**src/hw/rtl/crn_pkg.sv**
```systemverilog
// Shared types, register indexes and crop geometry helpers for the crop, resize,
// normalize and quantize core. No dependencies.
package crn_pkg;

    localparam int POS_W            = 7;
    localparam int SIDE_W           = 12;
    localparam int QEXP_W           = 5;
    localparam int OUT_SIZE_DEF     = 96;
    localparam int COEF_FRAC_DEF    = 16;
    localparam int QUEUE_DEPTH_DEF  = 4;

    localparam logic [SIDE_W-1:0]        RST_WIDTH  = 12'd320;
    localparam logic [SIDE_W-1:0]        RST_HEIGHT = 12'd240;
    localparam logic signed [QEXP_W-1:0] RST_QEXP   = -5'sd5;

    typedef enum logic [1:0] {
        CFG_WIDTH  = 2'd0,
        CFG_HEIGHT = 2'd1,
        CFG_QEXP   = 2'd2
    } t_cfg_idx;

    typedef struct packed {
        logic [SIDE_W-1:0]        width;
        logic [SIDE_W-1:0]        height;
        logic signed [QEXP_W-1:0] qexp;
    } t_cfg;

    typedef struct packed {
        logic [POS_W-1:0] col;
        logic [POS_W-1:0] row;
        logic             done;
    } t_tag;

    typedef struct packed {
        t_tag        tag;
        logic [15:0] pixel;
    } t_item;

    function automatic logic [SIDE_W-1:0] f_eff_side(logic [SIDE_W-1:0] v, int out_size);
        logic [SIDE_W-1:0] lim;
        lim = SIDE_W'(out_size);
        return (v < lim) ? lim : v;
    endfunction

    function automatic logic [SIDE_W-1:0] f_origin(logic [SIDE_W-1:0] a, logic [SIDE_W-1:0] b,
                                                   int out_size);
        logic [SIDE_W-1:0] ea;
        logic [SIDE_W-1:0] eb;
        logic [SIDE_W-1:0] crop;
        ea   = f_eff_side(a, out_size);
        eb   = f_eff_side(b, out_size);
        crop = (ea < eb) ? ea : eb;
        return (ea - crop) >> 1;
    endfunction

endpackage

```
**src/hw/rtl/crn_front.sv**
```systemverilog
// Front part: crop geometry registers, source/output counters and pixel selection.
// Pushes selected pixels into the queue. Depends on crn_pkg.
module crn_front import crn_pkg::*; #(
    parameter int OUT_SIZE = OUT_SIZE_DEF
) (
    input  logic        i_clk,
    input  logic        i_rst_n,
    input  t_cfg        i_cfg,
    input  logic        i_cfg_wr,
    input  logic        i_in_valid,
    output logic        o_in_stall,
    input  logic [15:0] i_pixel,
    input  logic        i_frame_start,
    input  logic        i_full,
    output logic        o_push,
    output t_item       o_item
);

    localparam int RECIP_SH = 20;
    localparam int MW       = RECIP_SH - 2;
    localparam int QW       = $clog2(4095 / OUT_SIZE + 1);
    localparam logic [MW-1:0]     RECIP     = MW'((1 << RECIP_SH) / OUT_SIZE);
    localparam logic [SIDE_W-1:0] OUT_S     = SIDE_W'(OUT_SIZE);
    localparam logic [POS_W-1:0]  OUT_P     = POS_W'(OUT_SIZE);
    localparam logic [POS_W-1:0]  LAST_P    = POS_W'(OUT_SIZE - 1);
    localparam logic [POS_W:0]    OUT_SUM   = (POS_W + 1)'(OUT_SIZE);
    localparam logic [SIDE_W-1:0] RST_ORG_C = f_origin(RST_WIDTH, RST_HEIGHT, OUT_SIZE);
    localparam logic [SIDE_W-1:0] RST_ORG_R = f_origin(RST_HEIGHT, RST_WIDTH, OUT_SIZE);
    localparam logic [1:0]        SETTLE    = 2'd2;

    logic [SIDE_W-1:0]    eff_w;
    logic [SIDE_W-1:0]    eff_h;
    logic [SIDE_W-1:0]    crop;
    logic [SIDE_W-1:0]    r_crop;
    logic [SIDE_W-1:0]    r_org_col;
    logic [SIDE_W-1:0]    r_org_row;
    logic [SIDE_W-1:0]    r_sw_m1;
    logic [SIDE_W+MW-1:0] r_prod;
    logic [QW-1:0]        q_est;
    logic [SIDE_W-1:0]    rem_est;
    logic [QW-1:0]        r_q;
    logic [POS_W-1:0]     r_rem;
    logic [1:0]           r_settle;

    logic [SIDE_W-1:0] r_src_col, r_src_row, r_want_col, r_want_row;
    logic [POS_W-1:0]  r_dst_col, r_dst_row, r_col_rem, r_row_rem;
    logic [SIDE_W-1:0] n_src_col, n_src_row, n_want_col, n_want_row;
    logic [POS_W-1:0]  n_dst_col, n_dst_row, n_col_rem, n_row_rem;

    logic [SIDE_W-1:0] sc, sr, wc, wr, wc_step, wr_step;
    logic [POS_W-1:0]  dc, dr, crem, rrem;
    logic [POS_W:0]    col_sum, row_sum;
    logic              row_sel, emit, accept;

    // geometry, stage A
    always_comb begin
        eff_w = f_eff_side(i_cfg.width, OUT_SIZE);
        eff_h = f_eff_side(i_cfg.height, OUT_SIZE);
        crop  = (eff_w < eff_h) ? eff_w : eff_h;
    end

    always_ff @(posedge i_clk) begin
        r_crop    <= crop;
        r_org_col <= (eff_w - crop) >> 1;
        r_org_row <= (eff_h - crop) >> 1;
        r_sw_m1   <= eff_w - 12'd1;
        r_prod    <= (SIDE_W + MW)'(crop) * (SIDE_W + MW)'(RECIP);
    end

    // geometry, stage B: reciprocal quotient with one correction step
    always_comb begin
        q_est   = r_prod[RECIP_SH +: QW];
        rem_est = r_crop - SIDE_W'(SIDE_W'(q_est) * OUT_S);
    end

    always_ff @(posedge i_clk) begin
        if (rem_est >= OUT_S) begin
            r_q   <= q_est + QW'(1);
            r_rem <= POS_W'(rem_est - OUT_S);
        end else begin
            r_q   <= q_est;
            r_rem <= POS_W'(rem_est);
        end
    end

    always_ff @(posedge i_clk) begin
        if (!i_rst_n) begin
            r_settle <= SETTLE;
        end else if (i_cfg_wr) begin
            r_settle <= SETTLE;
        end else if (r_settle != 2'd0) begin
            r_settle <= r_settle - 2'd1;
        end
    end

    assign o_in_stall = (r_settle != 2'd0) || i_full;
    assign accept     = i_in_valid && !o_in_stall;

    always_comb begin
        sc   = i_frame_start ? '0 : r_src_col;
        sr   = i_frame_start ? '0 : r_src_row;
        dc   = i_frame_start ? '0 : r_dst_col;
        dr   = i_frame_start ? '0 : r_dst_row;
        wc   = i_frame_start ? r_org_col : r_want_col;
        wr   = i_frame_start ? r_org_row : r_want_row;
        crem = i_frame_start ? '0 : r_col_rem;
        rrem = i_frame_start ? '0 : r_row_rem;

        row_sel = (sr == wr) && (dr < OUT_P);
        emit    = row_sel && (sc == wc) && (dc < OUT_P);

        col_sum = {1'b0, crem} + {1'b0, r_rem};
        row_sum = {1'b0, rrem} + {1'b0, r_rem};
        wc_step = wc + SIDE_W'(r_q);
        wr_step = wr + SIDE_W'(r_q);

        n_src_col  = sc;
        n_src_row  = sr;
        n_dst_col  = dc;
        n_dst_row  = dr;
        n_want_col = wc;
        n_want_row = wr;
        n_col_rem  = crem;
        n_row_rem  = rrem;

        if (emit) begin
            n_dst_col = dc + POS_W'(1);
            if (col_sum >= OUT_SUM) begin
                n_col_rem  = POS_W'(col_sum - OUT_SUM);
                n_want_col = wc_step + 12'd1;
            end else begin
                n_col_rem  = POS_W'(col_sum);
                n_want_col = wc_step;
            end
        end

        if (sc >= r_sw_m1) begin
            n_src_col = '0;
            n_src_row = sr + 12'd1;
            if (row_sel) begin
                n_dst_row = dr + POS_W'(1);
                if (row_sum >= OUT_SUM) begin
                    n_row_rem  = POS_W'(row_sum - OUT_SUM);
                    n_want_row = wr_step + 12'd1;
                end else begin
                    n_row_rem  = POS_W'(row_sum);
                    n_want_row = wr_step;
                end
            end
            n_dst_col  = '0;
            n_want_col = r_org_col;
            n_col_rem  = '0;
        end else begin
            n_src_col = sc + 12'd1;
        end
    end

    always_ff @(posedge i_clk) begin
        if (!i_rst_n) begin
            r_src_col  <= '0;
            r_src_row  <= '0;
            r_dst_col  <= '0;
            r_dst_row  <= '0;
            r_want_col <= RST_ORG_C;
            r_want_row <= RST_ORG_R;
            r_col_rem  <= '0;
            r_row_rem  <= '0;
        end else if (accept) begin
            r_src_col  <= n_src_col;
            r_src_row  <= n_src_row;
            r_dst_col  <= n_dst_col;
            r_dst_row  <= n_dst_row;
            r_want_col <= n_want_col;
            r_want_row <= n_want_row;
            r_col_rem  <= n_col_rem;
            r_row_rem  <= n_row_rem;
        end
    end

    assign o_push          = accept && emit;
    assign o_item.tag.col  = dc;
    assign o_item.tag.row  = dr;
    assign o_item.tag.done = (dr == LAST_P) && (dc == LAST_P);
    assign o_item.pixel    = i_pixel;

endmodule

```
**src/hw/rtl/crn_queue.sv**
```systemverilog
// Short register queue between the front and back parts.
// Depends on crn_pkg.
module crn_queue import crn_pkg::*; #(
    parameter int DEPTH = QUEUE_DEPTH_DEF
) (
    input  logic  i_clk,
    input  logic  i_rst_n,
    input  logic  i_push,
    input  t_item i_item,
    output logic  o_full,
    output logic  o_valid,
    output t_item o_head,
    input  logic  i_pop
);

    localparam int PW = (DEPTH > 1) ? $clog2(DEPTH) : 1;
    localparam int CW = $clog2(DEPTH + 1);
    localparam logic [PW-1:0] LAST = PW'(DEPTH - 1);
    localparam logic [CW-1:0] FULL = CW'(DEPTH);

    t_item         r_mem [DEPTH];
    logic [PW-1:0] r_wr_ptr;
    logic [PW-1:0] r_rd_ptr;
    logic [CW-1:0] r_count;
    logic          do_pop;

    assign o_full  = (r_count == FULL);
    assign o_valid = (r_count != '0);
    assign o_head  = r_mem[r_rd_ptr];
    assign do_pop  = i_pop && o_valid;

    always_ff @(posedge i_clk) begin
        if (i_push) begin
            r_mem[r_wr_ptr] <= i_item;
        end
    end

    always_ff @(posedge i_clk) begin
        if (!i_rst_n) begin
            r_wr_ptr <= '0;
            r_rd_ptr <= '0;
            r_count  <= '0;
        end else begin
            if (i_push) begin
                r_wr_ptr <= (r_wr_ptr == LAST) ? '0 : r_wr_ptr + PW'(1);
            end
            if (do_pop) begin
                r_rd_ptr <= (r_rd_ptr == LAST) ? '0 : r_rd_ptr + PW'(1);
            end
            if (i_push && !do_pop) begin
                r_count <= r_count + CW'(1);
            end else if (do_pop && !i_push) begin
                r_count <= r_count - CW'(1);
            end
        end
    end

endmodule

```
**src/hw/rtl/crn_back.sv**
```systemverilog
// Back part: RGB565 expansion, fixed-point normalization and int8 quantization
// in three elastic stages, the last one the output register. Depends on crn_pkg.
module crn_back import crn_pkg::*; #(
    parameter int COEF_FRAC_BITS = COEF_FRAC_DEF
) (
    input  logic                     i_clk,
    input  logic                     i_rst_n,
    input  logic signed [QEXP_W-1:0] i_qexp,
    input  logic                     i_head_valid,
    input  t_item                    i_head,
    output logic                     o_pop,
    output logic                     o_out_valid,
    input  logic                     i_out_stall,
    output t_tag                     o_tag,
    output logic signed [7:0]        o_red_q,
    output logic signed [7:0]        o_green_q,
    output logic signed [7:0]        o_blue_q
);

    localparam int AW = COEF_FRAC_BITS - 4;
    localparam int BW = COEF_FRAC_BITS + 2;
    localparam int PW = COEF_FRAC_BITS + 4;
    localparam int NW = COEF_FRAC_BITS + 6;
    localparam int SW = NW + 4;

    localparam longint unsigned ONE = 64'd1 << COEF_FRAC_BITS;
    localparam logic [AW-1:0] A_R =
        AW'((64'd2 * ONE * 64'd1000 + 64'd58395) / 64'd116790);
    localparam logic [AW-1:0] A_G =
        AW'((64'd2 * ONE * 64'd1000 + 64'd57120) / 64'd114240);
    localparam logic [AW-1:0] A_B =
        AW'((64'd2 * ONE * 64'd1000 + 64'd57375) / 64'd114750);
    localparam logic [BW-1:0] B_R = BW'((64'd2 * ONE * 64'd485 + 64'd229) / 64'd458);
    localparam logic [BW-1:0] B_G = BW'((64'd2 * ONE * 64'd456 + 64'd224) / 64'd448);
    localparam logic [BW-1:0] B_B = BW'((64'd2 * ONE * 64'd406 + 64'd225) / 64'd450);

    // reciprocals of 31 and 63 at 20 fraction bits
    localparam logic [16:0] RCP31 = 17'd33826;
    localparam logic [16:0] RCP63 = 17'd16645;

    function automatic logic [7:0] f_quant(logic [PW-1:0] p, logic [BW-1:0] b,
                                           logic signed [QEXP_W-1:0] e);
        logic signed [NW-1:0] n;
        logic                 neg;
        logic [NW-1:0]        mag;
        logic signed [6:0]    t;
        logic [5:0]           tr;
        logic [6:0]           tn;
        logic [SW-1:0]        sh;
        logic [7:0]           q;
        n   = signed'(NW'(p)) - signed'(NW'(b));
        neg = n[NW-1];
        mag = neg ? NW'(-n) : NW'(n);
        t   = signed'(7'(COEF_FRAC_BITS)) + signed'({{2{e[QEXP_W-1]}}, e});
        tr  = t[5:0];
        tn  = 7'(-t);
        if (t > 7'sd0) begin
            if (t >= 7'(NW)) begin
                sh = '0;
            end else begin
                sh = (SW'(mag) + (SW'(1) << (tr - 6'd1))) >> tr;
            end
        end else begin
            sh = SW'(mag) << tn[2:0];
        end
        if (neg) begin
            q = (sh >= SW'(128)) ? 8'h80 : 8'(8'd0 - sh[7:0]);
        end else begin
            q = (sh > SW'(127)) ? 8'h7F : sh[7:0];
        end
        return q;
    endfunction

    logic en1, en2, en3;

    logic          r_v1;
    t_tag          r1_tag;
    logic [7:0]    r1_r8, r1_g8, r1_b8;
    logic [12:0]   xr, xb;
    logic [13:0]   xg;
    logic [29:0]   pr, pb;
    logic [30:0]   pg;

    logic          r_v2;
    t_tag          r2_tag;
    logic [PW-1:0] r2_pr, r2_pg, r2_pb;

    logic          r_v3;

    assign en3   = !r_v3 || !i_out_stall;
    assign en2   = !r_v2 || en3;
    assign en1   = !r_v1 || en2;
    assign o_pop = i_head_valid && en1;

    always_comb begin
        xr = 13'(i_head.pixel[15:11]) * 13'd255;
        xg = 14'(i_head.pixel[10:5]) * 14'd255;
        xb = 13'(i_head.pixel[4:0]) * 13'd255;
        pr = 30'(xr) * 30'(RCP31);
        pg = 31'(xg) * 31'(RCP63);
        pb = 30'(xb) * 30'(RCP31);
    end

    always_ff @(posedge i_clk) begin
        if (!i_rst_n) begin
            r_v1 <= 1'b0;
            r_v2 <= 1'b0;
            r_v3 <= 1'b0;
        end else begin
            if (en1) begin
                r_v1 <= i_head_valid;
            end
            if (en2) begin
                r_v2 <= r_v1;
            end
            if (en3) begin
                r_v3 <= r_v2;
            end
        end
    end

    always_ff @(posedge i_clk) begin
        if (en1) begin
            r1_tag <= i_head.tag;
            r1_r8  <= pr[27:20];
            r1_g8  <= pg[27:20];
            r1_b8  <= pb[27:20];
        end
        if (en2) begin
            r2_tag <= r1_tag;
            r2_pr  <= PW'(r1_r8) * PW'(A_R);
            r2_pg  <= PW'(r1_g8) * PW'(A_G);
            r2_pb  <= PW'(r1_b8) * PW'(A_B);
        end
        if (en3) begin
            o_tag     <= r2_tag;
            o_red_q   <= signed'(f_quant(r2_pr, B_R, i_qexp));
            o_green_q <= signed'(f_quant(r2_pg, B_G, i_qexp));
            o_blue_q  <= signed'(f_quant(r2_pb, B_B, i_qexp));
        end
    end

    assign o_out_valid = r_v3;

endmodule

```
**src/hw/rtl/crop_resize_normalize_quantize_core.sv**
```systemverilog
// A selected pixel is written into the queue, then passes the back stage registers up to the output register.
// Throughput: one pixel per clock; the input stalls while the 4-entry queue is full
// and after reset and after each configuration write while the crop geometry reloads.
// Reset: synchronous, active low; registers return to 320 x 240, exponent -5.
// Top level: configuration registers, front, queue and back. Depends on crn_pkg,
// crn_front, crn_queue and crn_back.
module crop_resize_normalize_quantize_core import crn_pkg::*; #(
    parameter int OUT_SIZE       = OUT_SIZE_DEF,
    parameter int COEF_FRAC_BITS = COEF_FRAC_DEF,
    parameter int QUEUE_DEPTH    = QUEUE_DEPTH_DEF
) (
    input  logic                    i_clk,
    input  logic                    i_rst_n,
    input  logic                    i_cfg_valid,
    output logic                    o_cfg_ready,
    input  logic [1:0]              i_cfg_index,
    input  logic [SIDE_W-1:0]       i_cfg_data,
    input  logic                    i_in_valid,
    output logic                    o_in_stall,
    input  logic [15:0]             i_pixel,
    input  logic                    i_frame_start,
    output logic                    o_out_valid,
    input  logic                    i_out_stall,
    output logic [POS_W-1:0]        o_out_column,
    output logic [POS_W-1:0]        o_out_row,
    output logic signed [7:0]       o_red_q,
    output logic signed [7:0]       o_green_q,
    output logic signed [7:0]       o_blue_q,
    output logic                    o_frame_done
);

    t_cfg  r_cfg;
    logic  cfg_wr;
    logic  push, full, head_valid, pop;
    t_item push_item, head_item;
    t_tag  out_tag;

    assign o_cfg_ready = 1'b1;
    assign cfg_wr      = i_cfg_valid && o_cfg_ready;

    always_ff @(posedge i_clk) begin
        if (!i_rst_n) begin
            r_cfg.width  <= RST_WIDTH;
            r_cfg.height <= RST_HEIGHT;
            r_cfg.qexp   <= RST_QEXP;
        end else if (cfg_wr) begin
            case (t_cfg_idx'(i_cfg_index))
                CFG_WIDTH:  r_cfg.width  <= i_cfg_data;
                CFG_HEIGHT: r_cfg.height <= i_cfg_data;
                CFG_QEXP:   r_cfg.qexp   <= signed'(i_cfg_data[QEXP_W-1:0]);
                default: begin
                end
            endcase
        end
    end

    crn_front #(
        .OUT_SIZE (OUT_SIZE)
    ) u_front (
        .i_clk         (i_clk),
        .i_rst_n       (i_rst_n),
        .i_cfg         (r_cfg),
        .i_cfg_wr      (cfg_wr),
        .i_in_valid    (i_in_valid),
        .o_in_stall    (o_in_stall),
        .i_pixel       (i_pixel),
        .i_frame_start (i_frame_start),
        .i_full        (full),
        .o_push        (push),
        .o_item        (push_item)
    );

    crn_queue #(
        .DEPTH (QUEUE_DEPTH)
    ) u_queue (
        .i_clk   (i_clk),
        .i_rst_n (i_rst_n),
        .i_push  (push),
        .i_item  (push_item),
        .o_full  (full),
        .o_valid (head_valid),
        .o_head  (head_item),
        .i_pop   (pop)
    );

    crn_back #(
        .COEF_FRAC_BITS (COEF_FRAC_BITS)
    ) u_back (
        .i_clk        (i_clk),
        .i_rst_n      (i_rst_n),
        .i_qexp       (r_cfg.qexp),
        .i_head_valid (head_valid),
        .i_head       (head_item),
        .o_pop        (pop),
        .o_out_valid  (o_out_valid),
        .i_out_stall  (i_out_stall),
        .o_tag        (out_tag),
        .o_red_q      (o_red_q),
        .o_green_q    (o_green_q),
        .o_blue_q     (o_blue_q)
    );

    assign o_out_column = out_tag.col;
    assign o_out_row    = out_tag.row;
    assign o_frame_done = out_tag.done;

`ifndef SYNTHESIS
    a_done_pos: assert property (@(posedge i_clk) disable iff (!i_rst_n)
        (o_out_valid && o_frame_done) |->
            (o_out_column == POS_W'(OUT_SIZE - 1)) && (o_out_row == POS_W'(OUT_SIZE - 1)))
        else $error("frame_done away from last position");
    a_pos_range: assert property (@(posedge i_clk) disable iff (!i_rst_n)
        o_out_valid |-> (o_out_column < POS_W'(OUT_SIZE)) && (o_out_row < POS_W'(OUT_SIZE)))
        else $error("output position beyond scaled square");
    a_cfg_settle: assert property (@(posedge i_clk) disable iff (!i_rst_n)
        cfg_wr |=> o_in_stall)
        else $error("input taken while crop geometry reloads");
    a_no_overflow: assert property (@(posedge i_clk) disable iff (!i_rst_n)
        push |-> !full)
        else $error("queue push while full");
`endif

endmodule
```
**config.mk**
```make
export PLATFORM = sky130hd
export DESIGN_NAME = crop_resize_normalize_quantize_core
export DESIGN_NICKNAME = d
export VERILOG_FILES = /design/src/hw/rtl/crn_pkg.sv /design/src/hw/rtl/crn_front.sv /design/src/hw/rtl/crn_queue.sv /design/src/hw/rtl/crn_back.sv /design/src/hw/rtl/crop_resize_normalize_quantize_core.sv
export SDC_FILE = /design/constraint.sdc
export NUM_CORES = 2
export LEC_CHECK = 0
export BUFFER_PORTS_ARGS = -buffer_cell sky130_fd_sc_hd__buf_2
export CAP_MARGIN = 20
export CORE_MARGIN = 3
export CORE_UTILIZATION = 50
export CTS_BUF_LIST = sky130_fd_sc_hd__clkbuf_16
export DETAILED_ROUTE_END_ITERATION = 10
export PLACE_DENSITY = 0.66
export SLEW_MARGIN = 15
export SYNTH_ARGS = -nofsm -noshare
export SYNTH_HDL_FRONTEND = slang
export SYNTH_HIERARCHICAL = 1
export SYNTH_SLANG_ARGS = --single-unit
```
**constraint.sdc**
```tcl
create_clock -name i_clk -period 10.51 [get_ports i_clk]
set_input_delay 0.5255 -clock i_clk [delete_from_list [all_inputs] [get_ports i_clk]]
set_output_delay 0.5255 -clock i_clk [all_outputs]
set_load 0.03 [all_outputs]
```
Word level (Yosys, flattened, before mapping)

Memory sizes are Yosys's and may differ from the RTL's. A register that Yosys moved wholly into a read port is not among the register bits.
Index checks and enable logic that the tools add are counted.

$add $sub $neg: 38
Multipliers: 11
$lt $le $gt $ge: 17
Equality and inequality tests: 9
Shift operators: 7
Multiplexer cells: 60
Bitwise gates (word level): 1
Reduce and logical (&&, ||, !) cells: 29

Operators with widths:

| operator                 | number |
|---|---|
| $mux W26                 | 9 |
| $mux W12                 | 15 |
| $mux W7                  | 15 |
| $add A22 B26 Y26         | 3 |
| $ge A26 B8 Y1 const B    | 3 |
| $gt A26 B7 Y1 const B    | 3 |
| $shl A22 B3 Y26          | 3 |
| $shr A26 B6 Y26          | 3 |
| $mux W8                  | 9 |
| $mux W22                 | 3 |
| $neg A22 Y22             | 3 |
| $mul A13 B15 Y27 const B | 2 |
| $add A12 B1 Y12 const B  | 4 |
| $sub A19 B18 Y20 const B | 2 |
| $mul A8 B10 Y18 const B  | 2 |
| $sub A12 B12 Y12         | 3 |
| $mul A14 B15 Y28 const B | 1 |
| $mul A5 B8 Y13 const B   | 2 |
| $shl A1 B6 Y26 const A   | 1 |
| $mul A12 B13 Y25 const B | 1 |
| $add A12 B6 Y12          | 2 |
| $eq A12 B12 Y1           | 2 |
| $lt A12 B7 Y1 const B    | 2 |
| $sub A1 B8 Y8 const A    | 3 |
| 40 further kinds         | 76 |

Register bits after elaboration: 349
Bits in writable memories: 124
Output and inout bits: 42
Word-level logic and storage cells: 216
Memories: 1

Memories:

| memory        | depth | width | rd ports | clocked after Yosys merged registers in | write ports | line            | text |
|---|---|---|---|---|---|---|---|
| u_queue.r_mem | 4     | 31    | 1        | 1                                       | 1           | crn_queue.sv:21 | `t_item r_mem [DEPTH];` |

Depth between registers and ports, before layout

Depth after elaboration: 11
Mapped depth: 41
Depth with buffers taken out: 40

By module

Netlist, hierarchy kept.

By module, submodules not included:

| module                              | instances | cells each | area an instance (sq um) |
|---|---|---|---|
| crn_back                            | 1         | 3424       | 28897.7 |
| crn_front                           | 1         | 1531       | 12475.7 |
| crn_queue                           | 1         | 207        | 4938.5 |
| crop_resize_normalize_quantize_core | 1         | 123        | 1204.9 |

Least setup slack after synthesis

Ideal clock, no wire load.

Kind: register -> register
Start: register (tool-made name)
End: register u_back.r1_g8[7] (data pin)
Arrival: 8414 ps
Data required time: 10251 ps
Slack: 1837 ps
Cell stages (with the launch flop): 38
Clock period less this slack: 8673 ps
Cells stage by stage: dfxtp_1 -> buf_6 -> mux4_2 -> fa_1 -> inv_1 -> fa_1 -> fa_1 -> inv_1 -> ha_1 -> a21oi_1 -> o21bai_1 -> a21o_1 -> nand2_1 -> a21boi_0 -> o21ai_0 -> nand2b_1 -> a21o_1 -> a21oi_1 -> [... 2 more ...] -> ha_1 -> ha_1 -> ha_1 -> ha_1 -> ha_1 -> inv_1 -> fa_1 -> inv_1 -> ha_1 -> or2_2 -> a21oi_1 -> a21oi_1 -> a41o_1 -> o2111ai_1 -> a21boi_0 -> o21a_1 -> o21ai_0 -> xnor2_1

RTL lines:

| element              | line            | text |
|---|---|---|
| end signal, assigned | crn_back.sv:126 | `r1_g8 <= pg[27:20];` |
| end, declared        | crn_back.sv:78  | `logic [7:0] r1_r8, r1_g8, r1_b8;` |

==> reports/results.ini <==
[sta]
tns_ns = 0
slew_viol_final = 0
setup_viol_count_final = 0
fmax_mhz = 108
final.min_clock_period_ns = 9.30
finalHoldViolCount = 0
relSlewSlack_pct = 17.4
finClkSkew_ns = 0.0284
worst_pin_slew_ns = 1.23
fin_crit_sh_pct = 88.5
holdWs_ns = 0.109
rsz0062_at_grt = no

[power_and_ir_drop]
switching_share_pct = 35.9
p_int_mw = 3.96
power.density_nw_per_um2 = 122
power_leakage_nw = 21.9
p_seq_share_pct = 33.8
pwr-share-comb_pct = 35.4
clockPowerShare_pct = 30.8
p_switching_mw = 2.21
peakVddDrop_uv = 206
power_mw = 6.17

[setup_path]
critPathKind = register to register
r2r_slack_ns = 1.21
critPathMaxStageDelay_ns = 0.68
cp-end-kind = register
r2r_cells = 37
crit_end = u_back/r1_g8[7]
regToRegEndpoint = u_back/r1_g8[7]
critPathRequiredTime_ns = 10.88
slowest_stage = fa_1
critical_path_arrival_ns = 9.67
setup.worst_path.start_class = register
crit_top_cell = inv_1
critPathMaxFanout = 11

[global_route]
track_usage_pct = 27.0
grt_pass1_wl_um = 214000
grt_pass1_vias = 38400
grt_max_degree = 121
grt_overflow = 0
top_usage_layer = met2
grt_use_met2_pct = 44.6
grt.met1_usage_pct = 34.9
grtUsageMet3_pct = 4.40
antenna_found_initial = 1

[drt]
drc_errors = 0
first_pass_iters = 6
wl_um = 136000
wl_per_cell_um = 20.8
ant_nets = 0
dr.first_iter.drc_count = 3314
vias_per_cell = 6.14
via_count = 40000

[logic_synthesis]
yosysTopAreaCell = edfxtp_1
ys_types = 120
netlist_top_cells_area = edfxtp_1 (17%), ha_1 (16%), dfxtp_1 (7.8%)
ys_ff_latch = 456
synth-async-reset-ratio_pct = 0
yosys_warnings = 6
syn_area_um2 = 47500
syn_avg_cell_area_um2 = 8.99
syn_inst = 5285
ys_seq_area_share_pct = 24.9
yosysTopAreaCellShare_pct = 17.2
synthFlopType = edfxtp_1
synth_edf_count = 272

[finish]
antenna_cells = 0
drive_above_1_share_pct = 8.22
area_delta_synth_final_pct = 6.57
fin_nets = 6005

[clock_network]
postCtsHoldBufs = 0
cts_tree = done
cts_made_buffers = 54
cts_root_buf = clkbuf_16
clk_pin_slew_worst_paths_ns = 0.06
cts_resized = 0
htree_levels = 2
post_cts_buffers = 0
clk_latency_ns = 0.65
cts.sinks = 456
cts_buffer_depth = 3

[placement]
io_buffer_count = 76
hpwl_um = 105000
routabilityCongestion = 1.03

[floorplanning]
die-area_um2 = 98800
io_pins = 78
die_h_um = 314
dieWidth_um = 314
fp-row-count = 112
core-area_um2 = 93700
initial_core_util_pct = 50.7

[outcome]
status = complete, no violations

[job]
maxCapViolCount = 0

[min_path]
hold_depth = 1
hold_path_class = input port to register

[worst min-delay path by stage]
stage / from / end / slack (ns)
2_1_floorplan: u_front/r_crop[0] / u_front/r_rem[0] / 0.31
3_3_place_gp: u_front/r_crop[4] / u_front/r_rem[4] / 0.31
3_5_place_dp: u_front/r_crop[2] / u_front/r_rem[2] / 0.31
4_1_cts: i_pixel[2] / u_queue/r_mem[2][2] / 0.07
5_1_grt: i_pixel[2] / u_queue/r_mem[2][2] / 0.09
6_report: i_pixel[2] / u_queue/r_mem[2][2] / 0.11
[cells in the final DEF (no fill, tap or decap), types with 93 or more instances in the layout]
cell and n:
inv_1 492, ha_1 599, nor3_1 102, a21o_1 93, nor2b_1 94, nor2_1 359, dfxtp_1 180, xnor2_1 220
fa_1 149, mux2i_1 133, o21ai_0 208, nand3_1 132, nand2_1 352, xor2_1 99, edfxtp_1 272, a21oi_1 308
[Yosys cell counts (all sizes together), types with 54 or more instances]
master / count
ha: 600
inv: 491
nor2: 364
nand2: 354
a21oi: 311
edfxtp: 272
o21ai: 231
xnor2: 220
dfxtp: 184
clkbuf: 163
fa: 149
mux2i: 133
nand3: 132
nor3: 103
xor2: 100
buf: 98
nor2b: 94
a21o: 93
a211oi: 68
and2: 63
o21bai: 57
a31oi: 55
o211ai: 54
[registers in the layout, indices dropped and copies added (netlist names), 15 cells and up, named ones only]
signal and cells:
u_back/r2_pb 18, u_back/r1_tag 15, u_queue/r_mem 124, r_cfg 29, u_back/r2_tag 15, u_back/r2_pg 19
u_back/r2_pr 18, u_back/o_tag 15
[cell type report]
| type | count | area (µm²) |
|---|---|---|
| fillers | 8590 | 43100 |
| clock inverters | 46 | 447 |
| well taps | 1254 | 1570 |
| inverters | 493 | 1860 |
| flip-flops and latches | 456 | 11900 |
| clock buffers | 55 | 1380 |
| repair buffers | 136 | 846 |
| multi-input cells | 4079 | 32700 |
[routing by layer]
layer | up-vias | share of wire (%) | routed length, µm
li1 | 19100 | - | -
met5 | - | 0.0059 | 8
met2 | 1403 | 46 | 63000
met1 | 19200 | 42 | 57200
met3 | 335 | 6.4 | 8760
met4 | 2 | 5.0 | 6800
[stage by stage]
stage               cells  setup slack, ns  instance area (µm²)  utilization [%]
global placement     6418             1.34                48800             52.1
CTS                  6519             1.22                50600             54.0
finish               6519             1.21                50600             54.0
global route         6519            0.555                50600             54.0
floorplan            5290             1.84                47500                -
detailed placement   6418             1.26                48800             52.1
[power groups by stage]
| stage | clock [mW] | combinational (mW) | sequential [mW] |
|---|---|---|---|
| after floorplan | 0 | 1.67 | 2.09 |
| after global placement | 0 | 2.13 | 2.13 |
| after detailed placement | 0 | 2.16 | 2.13 |
| after CTS | 1.95 | 2.18 | 2.09 |
| after global routing | 2.02 | 2.46 | 2.10 |
| final | 1.90 | 2.18 | 2.09 |
[cells by family (layout without fill, tap and decap cells)]
kind of cell,Yosys count,after routing,synth area share (%)
other,2,7,0.0158
xor gates and xnor gates,321,321,5.96
DFF,456,456,24.9
adders and majority gates,750,750,22.1
and+or+nand+nor,1446,1446,15.2
AOI/OAI and AO/OA,1328,1328,19.3
buffers and inverters,755,730,6.37
muxes,227,227,6.10
[critical path: cells and delay by family (launching register included)]
kind	cells	cell delay, ns
fa+ha+maj	10	4.09
compound gates	14	2.47
mux	1	0.64
flops	1	0.56
buf+inv	7	0.55
simple gates	3	0.46
xor+xnor	2	0.29
No activity file was read; power rests on OpenSTA's default activity.
